File: src/sv/gcd_pkg.sv
// package for the gcd / lcm unit: transfer structs, sequencer states and defaults
// no dependencies; compile before gcd_lcm_unit
package gcd_pkg;

  // default operand width used by the datapath
  localparam int DATA_WIDTH_DEF = 64;

  // field widths of the command and result transfers
  localparam int FIELD_WIDTH = 64;

  // kind codes
  localparam logic KIND_GCD = 1'b0;
  localparam logic KIND_LCM = 1'b1;

  typedef struct packed {
    logic                          kind;
    logic signed [FIELD_WIDTH-1:0] operand_a;
    logic signed [FIELD_WIDTH-1:0] operand_b;
  } gcd_item_t;

  typedef struct packed {
    logic signed [FIELD_WIDTH-1:0] answer;
    logic                          div_zero;
  } gcd_result_t;

  typedef enum logic [2:0] {
    ST_IDLE,
    ST_GCD,
    ST_SHIFT,
    ST_DIV,
    ST_NEG,
    ST_MUL,
    ST_FINISH
  } gcd_state_t;

endpackage

File: src/sv/gcd_lcm_unit.sv
// gcd / lcm unit: binary gcd, restoring divide and shift-add multiply on one shared adder
// depends on gcd_pkg
// the gcd runs first, followed by the restore of the common power of two; lcm adds a
//   divide and a multiply (skipped for a zero gcd), and a negate step when operand a is negative
// one command at a time; busy stays high from the transfer until the
//   result strobe, and the next command can be taken in the strobe cycle
// the result strobe cannot be held off; the sequencer never waits on the receiver
// rst is synchronous; it returns the sequencer to idle and drops done
module gcd_lcm_unit #(
  parameter int DATA_WIDTH = gcd_pkg::DATA_WIDTH_DEF
) (
  input  logic                clk,
  input  logic                rst,
  input  logic                start,
  input  gcd_pkg::gcd_item_t  item,
  output logic                busy,
  output logic                done,
  output gcd_pkg::gcd_result_t result
);
  import gcd_pkg::*;

  localparam int W  = DATA_WIDTH;
  localparam int CW = $clog2(W);

  gcd_state_t     state, state_next;
  logic [W-1:0]   p, p_next;       // gcd working value
  logic [W-1:0]   q, q_next;       // gcd working value, then the gcd itself
  logic [W-1:0]   quo, quo_next;   // dividend / quotient / multiplier
  logic [W-1:0]   rem, rem_next;   // remainder, then product accumulator
  logic [W-1:0]   amag, amag_next; // magnitude of operand a
  logic [W-1:0]   bval, bval_next; // operand b, shifted up as multiplicand
  logic [CW-1:0]  k, k_next;       // common factors of two
  logic [CW-1:0]  cnt, cnt_next;   // bit counter for divide and multiply
  logic           lcm, lcm_next;
  logic           aneg, aneg_next;
  logic           done_next;
  gcd_result_t    result_next;

  // shared adder; on subtract the top bit is the borrow
  logic [W-1:0]   alu_x, alu_y;
  logic           alu_sub;
  logic [W:0]     alu_sum;

  logic [W-1:0]   a_in, b_in, a_abs, b_abs, div_x, fin_ans;

  assign alu_sum = {1'b0, alu_x} + (alu_sub ? ~{1'b0, alu_y} : {1'b0, alu_y})
                   + (W+1)'(alu_sub);

  // input operands and their magnitudes
  assign a_in  = item.operand_a[W-1:0];
  assign b_in  = item.operand_b[W-1:0];
  assign a_abs = a_in[W-1] ? (~a_in + W'(1)) : a_in;
  assign b_abs = b_in[W-1] ? (~b_in + W'(1)) : b_in;

  // partial remainder with the next dividend bit shifted in
  assign div_x = {rem[W-2:0], quo[W-1]};

  assign busy = (state != ST_IDLE);

  // state and datapath registers
  always_ff @(posedge clk) begin
    if (rst) begin
      state <= ST_IDLE;
      done  <= 1'b0;
    end else begin
      state <= state_next;
      done  <= done_next;
    end
    p      <= p_next;
    q      <= q_next;
    quo    <= quo_next;
    rem    <= rem_next;
    amag   <= amag_next;
    bval   <= bval_next;
    k      <= k_next;
    cnt    <= cnt_next;
    lcm    <= lcm_next;
    aneg   <= aneg_next;
    result <= result_next;
  end

  // sequencer and adder operand selection
  always_comb begin
    state_next  = state;
    p_next      = p;
    q_next      = q;
    quo_next    = quo;
    rem_next    = rem;
    amag_next   = amag;
    bval_next   = bval;
    k_next      = k;
    cnt_next    = cnt;
    lcm_next    = lcm;
    aneg_next   = aneg;
    done_next   = 1'b0;
    result_next = result;
    alu_x       = p;
    alu_y       = q;
    alu_sub     = 1'b1;
    fin_ans     = lcm ? ((q == '0) ? '0 : rem) : q;

    case (state)
      ST_IDLE: begin
        if (start) begin
          p_next     = a_abs;
          q_next     = b_abs;
          amag_next  = a_abs;
          bval_next  = b_in;
          aneg_next  = a_in[W-1];
          lcm_next   = (item.kind == KIND_LCM);
          k_next     = '0;
          state_next = ST_GCD;
        end
      end

      // binary gcd: strip twos, swap so p >= q, subtract
      ST_GCD: begin
        if (p == '0) begin
          state_next = ST_SHIFT;
        end else if (q == '0) begin
          q_next     = p;
          state_next = ST_SHIFT;
        end else if (!p[0] && !q[0]) begin
          p_next = p >> 1;
          q_next = q >> 1;
          k_next = k + CW'(1);
        end else if (!p[0]) begin
          p_next = p >> 1;
        end else if (!q[0]) begin
          q_next = q >> 1;
        end else if (alu_sum[W]) begin
          p_next = q;
          q_next = p;
        end else begin
          p_next = alu_sum[W-1:0];
        end
      end

      // restore the common power of two, then pick the next phase
      ST_SHIFT: begin
        if (k != '0) begin
          q_next = q << 1;
          k_next = k - CW'(1);
        end else if (!lcm || (q == '0)) begin
          state_next = ST_FINISH;
        end else begin
          rem_next   = '0;
          quo_next   = amag;
          cnt_next   = CW'(W - 1);
          state_next = ST_DIV;
        end
      end

      // restoring division of |a| by the gcd, one quotient bit per cycle
      ST_DIV: begin
        alu_x    = div_x;
        alu_y    = q;
        rem_next = alu_sum[W] ? div_x : alu_sum[W-1:0];
        quo_next = {quo[W-2:0], ~alu_sum[W]};
        if (cnt == '0) begin
          rem_next   = '0;
          cnt_next   = CW'(W - 1);
          state_next = aneg ? ST_NEG : ST_MUL;
        end else begin
          cnt_next = cnt - CW'(1);
        end
      end

      // quotient takes the sign of operand a
      ST_NEG: begin
        alu_x      = '0;
        alu_y      = quo;
        quo_next   = alu_sum[W-1:0];
        state_next = ST_MUL;
      end

      // shift-add multiply, product wraps to W bits
      ST_MUL: begin
        alu_x     = rem;
        alu_y     = quo[0] ? bval : '0;
        alu_sub   = 1'b0;
        rem_next  = alu_sum[W-1:0];
        quo_next  = quo >> 1;
        bval_next = bval << 1;
        if (cnt == '0) begin
          state_next = ST_FINISH;
        end else begin
          cnt_next = cnt - CW'(1);
        end
      end

      // load the result register and strobe it
      ST_FINISH: begin
        result_next.answer   = FIELD_WIDTH'($signed(fin_ans));
        result_next.div_zero = lcm && (q == '0);
        done_next            = 1'b1;
        state_next           = ST_IDLE;
      end

      default: begin
        state_next = ST_IDLE;
      end
    endcase
  end

  // a transfer always starts the sequencer
  a_accept_busy: assert property (@(posedge clk) disable iff (rst)
    (start && !busy) |=> busy)
    else $error("command transfer did not start the sequencer");

  // the strobe follows the finish step and leaves the unit ready
  a_done_idle: assert property (@(posedge clk) disable iff (rst)
    done |-> (!busy && $past(state) == ST_FINISH))
    else $error("result strobe outside the finish step");

  // a zero divide flag comes with a zero answer
  a_dz_zero: assert property (@(posedge clk) disable iff (rst)
    (done && result.div_zero) |-> (result.answer == '0))
    else $error("div_zero set with nonzero answer");

  // division never runs with a zero gcd
  a_div_nonzero: assert property (@(posedge clk) disable iff (rst)
    (state == ST_DIV) |-> (q != '0))
    else $error("division by a zero gcd");

  // in the gcd loop, odd minus odd always leaves p even
  a_gcd_sub: assert property (@(posedge clk) disable iff (rst)
    (state == ST_GCD && p[0] && q[0] && !alu_sum[W] && q != '0) |=> (p[0] == 1'b0))
    else $error("odd minus odd left an odd value");

endmodule

File: config.mk
export PLATFORM = sky130hd
export DESIGN_NAME = gcd_lcm_unit
export DESIGN_NICKNAME = d
export VERILOG_FILES = /design/src/sv/gcd_pkg.sv /design/src/sv/gcd_lcm_unit.sv
export SDC_FILE = /design/constraint.sdc
export NUM_CORES = 1
export LEC_CHECK = 0
export BUFFER_PORTS_ARGS = -buffer_cell sky130_fd_sc_hd__clkbuf_2
export CAP_MARGIN = 20
export CORE_MARGIN = 1
export CORE_UTILIZATION = 35
export CTS_CLUSTER_SIZE = 25
export DETAILED_ROUTE_END_ITERATION = 7
export PLACE_DENSITY = 0.56
export SLEW_MARGIN = 20
export SYNTH_ARGS = -nofsm -noshare
export SYNTH_HDL_FRONTEND = slang
export SYNTH_SLANG_ARGS = --single-unit
File: constraint.sdc
create_clock -name clk -period 8.78 [get_ports clk]
set_input_delay 2.195 -clock clk [delete_from_list [all_inputs] [get_ports clk]]
set_output_delay 2.195 -clock clk [all_outputs]
set_load 0.02 [all_outputs]
==> impl_metrics.xml <==
<?xml version="1.0" encoding="UTF-8"?>
<metrics>
  <group name="synth">
    <metric name="synthFlopType" unit="">sky130_fd_sc_hd__edfxtp_1</metric>
    <metric name="ys_top_cells_by_area" unit="">sky130_fd_sc_hd__edfxtp_1, sky130_fd_sc_hd__nand2_1, sky130_fd_sc_hd__a21oi_1</metric>
    <metric name="netlist.area_leader.share" unit="%">42.8</metric>
    <metric name="synthesis.area" unit="um2">32500</metric>
    <metric name="synth_cells" unit="">3751</metric>
    <metric name="synth_area_leader_cell" unit="">sky130_fd_sc_hd__edfxtp_1</metric>
    <metric name="post_synth_edffs" unit="">463</metric>
    <metric name="yosysSeqAreaShare" unit="%">43.1</metric>
    <metric name="ys_types" unit="">79</metric>
    <metric name="synth.most_common_cell" unit="">sky130_fd_sc_hd__nand2_1</metric>
    <metric name="synth_warn" unit="">0</metric>
    <metric name="synth_commonest_cells" unit="">sky130_fd_sc_hd__nand2_1, sky130_fd_sc_hd__edfxtp_1, sky130_fd_sc_hd__a21oi_1, sky130_fd_sc_hd__nor2_1, sky130_fd_sc_hd__o21ai_0</metric>
    <metric name="yosys_register_bits" unit="">467</metric>
    <metric name="syn_avg_cell_area" unit="um2">8.65</metric>
    <metric name="async_reset_ff_share" unit="%">0</metric>
    <metric name="synth_fp_nets" unit="">3958</metric>
  </group>
  <group name="grt">
    <metric name="grtUsageMet1" unit="%">42.4</metric>
    <metric name="grt_util_met2" unit="%">42.6</metric>
    <metric name="pin_count_of_the_biggest_net_entering_global_routing" unit="">130</metric>
    <metric name="number_of_antenna_violations_at_the_first_check_in_global_routing" unit="">16</metric>
    <metric name="globalRouteTotalUtil" unit="%">29.8</metric>
    <metric name="globalRouteMet3Util" unit="%">9.15</metric>
    <metric name="global_route.overflow_total" unit="">0</metric>
    <metric name="global_route_wire_length_before_repair" unit="um">208000</metric>
    <metric name="globalRoute.busiestLayer" unit="">met2</metric>
    <metric name="vias_in_the_first_global_route" unit="">29500</metric>
  </group>
  <group name="finish">
    <metric name="syn2layout_area_growth" unit="%">12.3</metric>
    <metric name="nNetsFinal" unit="">4013</metric>
    <metric name="finish.instance_area" unit="um2">36400</metric>
    <metric name="post_route_cells_drive_above_1_share" unit="%">10.5</metric>
  </group>
  <group name="die">
    <metric name="design.portCount" unit="">199</metric>
    <metric name="fp.dieArea" unit="um2">94000</metric>
    <metric name="start_util" unit="%">35.4</metric>
    <metric name="rows" unit="">111</metric>
    <metric name="die-width" unit="um">307</metric>
    <metric name="overall_die_height" unit="um">307</metric>
    <metric name="core_area" unit="um2">91800</metric>
  </group>
  <group name="job">
    <metric name="drv_cap" unit="">0</metric>
  </group>
  <group name="detailed_routing">
    <metric name="routed_wl" unit="um">144000</metric>
    <metric name="first_pass_iters" unit="">6</metric>
    <metric name="vias_per_cell" unit="">6.25</metric>
    <metric name="route.vias.total" unit="">31900</metric>
    <metric name="first_iter_violations" unit="">4449</metric>
    <metric name="antenna_left" unit="">0</metric>
    <metric name="wl_per_cell" unit="um">28.2</metric>
    <metric name="drt_drc_violations_left" unit="">0</metric>
  </group>
  <group name="critical_path">
    <metric name="crit_path_cell_chain" unit="">buf_4 &gt; nor2b_1 &gt; nand2_4 &gt; inv_8 &gt; buf_4 &gt; nand2_1 &gt; a21oi_1 &gt; ha_1 &gt; and2_1 &gt; and3_1 &gt; a21oi_1 &gt; a211oi_1 &gt; nor3_1 &gt; buf_4 &gt; a21o_1 &gt; o21ai_0 &gt; nand2_2 &gt; a21oi_1 &gt; nor2b_4 &gt; buf_4</metric>
    <metric name="worst_path_most_repeated_cell" unit="">sky130_fd_sc_hd__buf_4</metric>
    <metric name="timing.critical_path.slowest_cell_delay" unit="ns">0.87</metric>
    <metric name="critical-path-slowest-cell" unit="">sky130_fd_sc_hd__buf_4</metric>
    <metric name="reg2regPathDepth" unit="">20</metric>
    <metric name="crit_arrival" unit="ns">7.77</metric>
    <metric name="worst_setup_sp_type" unit="">register</metric>
    <metric name="critical_path.top_delay_family" unit="">buffers and inverters</metric>
    <metric name="path_buf_inv" unit="">5</metric>
    <metric name="crit_path_start" unit="">state[0]</metric>
    <metric name="timing.reg2reg.setup_slack" unit="ns">1.27</metric>
    <metric name="critPathRequiredTime" unit="ns">9.05</metric>
    <metric name="regToRegStartpoint" unit="">state[0]</metric>
    <metric name="worstPathMaxFanout" unit="">105</metric>
    <metric name="cp_num_cells" unit="">20</metric>
    <metric name="worst-setup-path-type" unit="">register to register</metric>
    <metric name="cp-end-kind" unit="">register</metric>
  </group>
  <group name="clocking">
    <metric name="cts-buffers-inserted" unit="">55</metric>
    <metric name="root_buffer" unit="">sky130_fd_sc_hd__clkbuf_16</metric>
    <metric name="cts_tree" unit="">yes</metric>
    <metric name="clkLatencyLatePin" unit="ns">0.66</metric>
    <metric name="clkSinkCount" unit="">467</metric>
    <metric name="clock_tree.buffer_depth" unit="">3</metric>
    <metric name="cts-resized-gates" unit="">0</metric>
    <metric name="path_clk_slew" unit="ns">0.06</metric>
    <metric name="cts_hold_buf" unit="">0</metric>
    <metric name="number_of_h_tree_branching_levels" unit="">2</metric>
    <metric name="postCtsSetupRepairBufs" unit="">0</metric>
  </group>
  <group name="timing">
    <metric name="max_clock_freq" unit="MHz">133</metric>
    <metric name="final_period_util" unit="%">85.5</metric>
    <metric name="final.setup_skew" unit="ns">0.0329</metric>
    <metric name="setup_total_negative_slack" unit="ns">0</metric>
    <metric name="hold_viol" unit="">0</metric>
    <metric name="final_max_slew_viol_count" unit="">0</metric>
    <metric name="slew_at_the_pin_closest_to_its_max_slew_limit" unit="ns">1.18</metric>
    <metric name="finalWorstPathRequiredPeriod" unit="ns">7.51</metric>
    <metric name="final_setup_viols" unit="">0</metric>
    <metric name="timing.slew.headroom" unit="%">20.8</metric>
    <metric name="grt_setup_unrepaired" unit="">no</metric>
    <metric name="fin_ws" unit="ns">1.27</metric>
    <metric name="hold_ws" unit="ns">0.538</metric>
  </group>
  <group name="power_and_ir_drop">
    <metric name="static-leakage-power" unit="nW">13.4</metric>
    <metric name="p_total" unit="mW">17.6</metric>
    <metric name="worst_ir_drop_vdd" unit="V">0.000367</metric>
    <metric name="cellPowerDensity" unit="nW/um2">483</metric>
  </group>
  <group name="status">
    <metric name="run_status" unit="">complete, no violations</metric>
  </group>
  <group name="place">
    <metric name="gp_congestion" unit="">1.00</metric>
    <metric name="pre_cts_ws" unit="ns">1.49</metric>
    <metric name="post_dp_cell_area" unit="um2">34700</metric>
    <metric name="post_detail_place_hpwl" unit="um">107000</metric>
    <metric name="portBuffers" unit="">198</metric>
  </group>
  <group name="min_path">
    <metric name="critical_hold_path_startpoint" unit="">amag[33]</metric>
    <metric name="hp-class" unit="">register to register</metric>
    <metric name="worst_hold_path_cells" unit="">1</metric>
  </group>
</metrics>
[worst reg2reg max path, cell delays in order (launching register included)]
cell	delay, ns
sky130_fd_sc_hd__dfxtp_2	0.31
sky130_fd_sc_hd__buf_4	0.40
sky130_fd_sc_hd__nor2b_1	0.47
sky130_fd_sc_hd__nand2_4	0.43
sky130_fd_sc_hd__inv_8	0.74
sky130_fd_sc_hd__buf_4	0.95
sky130_fd_sc_hd__nand2_1	0.22
sky130_fd_sc_hd__a21oi_1	0.16
sky130_fd_sc_hd__ha_1	0.31
sky130_fd_sc_hd__and2_1	0.20
sky130_fd_sc_hd__and3_1	0.18
sky130_fd_sc_hd__a21oi_1	0.34
sky130_fd_sc_hd__a211oi_1	0.18
sky130_fd_sc_hd__nor3_1	0.16
sky130_fd_sc_hd__buf_4	0.18
sky130_fd_sc_hd__a21o_1	0.25
sky130_fd_sc_hd__o21ai_0	0.27
sky130_fd_sc_hd__nand2_2	0.16
sky130_fd_sc_hd__a21oi_1	0.11
sky130_fd_sc_hd__nor2b_4	0.48
sky130_fd_sc_hd__buf_4	0.57
[per-layer routing]
layer	up-vias	routed length (um)	part of all wire (%)
met4	8	4820	3.4
met1	15500	61400	43
met3	241	18200	13
met2	1903	59500	41
li1	14200	-	-
met5	-	52	0.036
[kinds of logic (layout without fill, tap and decap cells)]
kind of cell | count (synthesis) | count (layout) | synth area share (%)
compound gates | 1298 | 1298 | 25.7
simple gates | 1300 | 1300 | 17.3
flops | 467 | 467 | 43.1
buf+inv | 374 | 472 | 4.35
other cells | 0 | 4 | 0
fa+ha+maj | 75 | 75 | 2.94
mux | 51 | 51 | 1.58
xor+xnor | 186 | 186 | 5.02
[registers in the layout, indices dropped and copies added (netlist names)]
name,flops
result,65
amag,64
bval,64
p,64
q,64
quo,64
rem,64
cnt,6
k,6
state,3
aneg,1
done,1
lcm,1
[layout by cell type, fill, tap and decap left out, types with 9 or more instances in the layout]
cell,count
sky130_fd_sc_hd__a221oi_1,54
sky130_fd_sc_hd__nor3_1,32
sky130_fd_sc_hd__buf_4,65
sky130_fd_sc_hd__o221ai_1,60
sky130_fd_sc_hd__o22ai_1,110
sky130_fd_sc_hd__o21a_1,18
sky130_fd_sc_hd__or2_2,9
sky130_fd_sc_hd__a21boi_0,10
sky130_fd_sc_hd__inv_1,103
sky130_fd_sc_hd__mux2i_1,50
sky130_fd_sc_hd__nor4_1,45
sky130_fd_sc_hd__ha_1,72
sky130_fd_sc_hd__o41ai_1,18
sky130_fd_sc_hd__or3_1,15
sky130_fd_sc_hd__edfxtp_1,463
sky130_fd_sc_hd__o211ai_1,14
sky130_fd_sc_hd__xnor2_1,113
sky130_fd_sc_hd__a31oi_1,20
sky130_fd_sc_hd__clkbuf_2,198
sky130_fd_sc_hd__a21o_1,41
sky130_fd_sc_hd__and3_1,27
sky130_fd_sc_hd__clkinv_1,20
sky130_fd_sc_hd__nor2_1,312
sky130_fd_sc_hd__and2_1,13
sky130_fd_sc_hd__nand4_1,37
sky130_fd_sc_hd__nand3_1,46
sky130_fd_sc_hd__a21oi_1,340
sky130_fd_sc_hd__a211oi_1,10
sky130_fd_sc_hd__o31ai_1,38
sky130_fd_sc_hd__nand2_1,675
sky130_fd_sc_hd__clkbuf_16,57
sky130_fd_sc_hd__o21bai_1,21
sky130_fd_sc_hd__a22oi_1,172
sky130_fd_sc_hd__or4_1,19
sky130_fd_sc_hd__xor2_1,73
sky130_fd_sc_hd__nand2b_1,19
sky130_fd_sc_hd__o21ai_0,288
[through the flow]
stage / std cells / util (%)
floorplan: 3751 / -
global placement: 4991 / 37.8
detailed placement: 4992 / 37.8
finish: 5096 / 39.7
CTS: 5092 / 39.7
global route: 5095 / 39.7
[layout make-up]
class	count	area (um2)
diodes	4	10.0
multi-input cells	2910	17200
inverters	106	405
flip-flops and latches	467	14000
clock buffers	64	1450
clock inverters	36	267
fillers	9414	55400
well taps	1243	1560
repair buffers	266	1520
[report_power, final]
part	switching [mW]	total, mW	leakage [nW]	internal (mW)
clock	1.01	2.30	0.834	1.29
sequential	0.900	4.43	4.42	3.53
combinational	7.52	10.9	8.11	3.35
[final timing paths]
path             end
max            q[22]
min          quo[33]
max reg2reg    q[22]
min reg2reg  quo[33]
(Power assumes the default switching activity.)
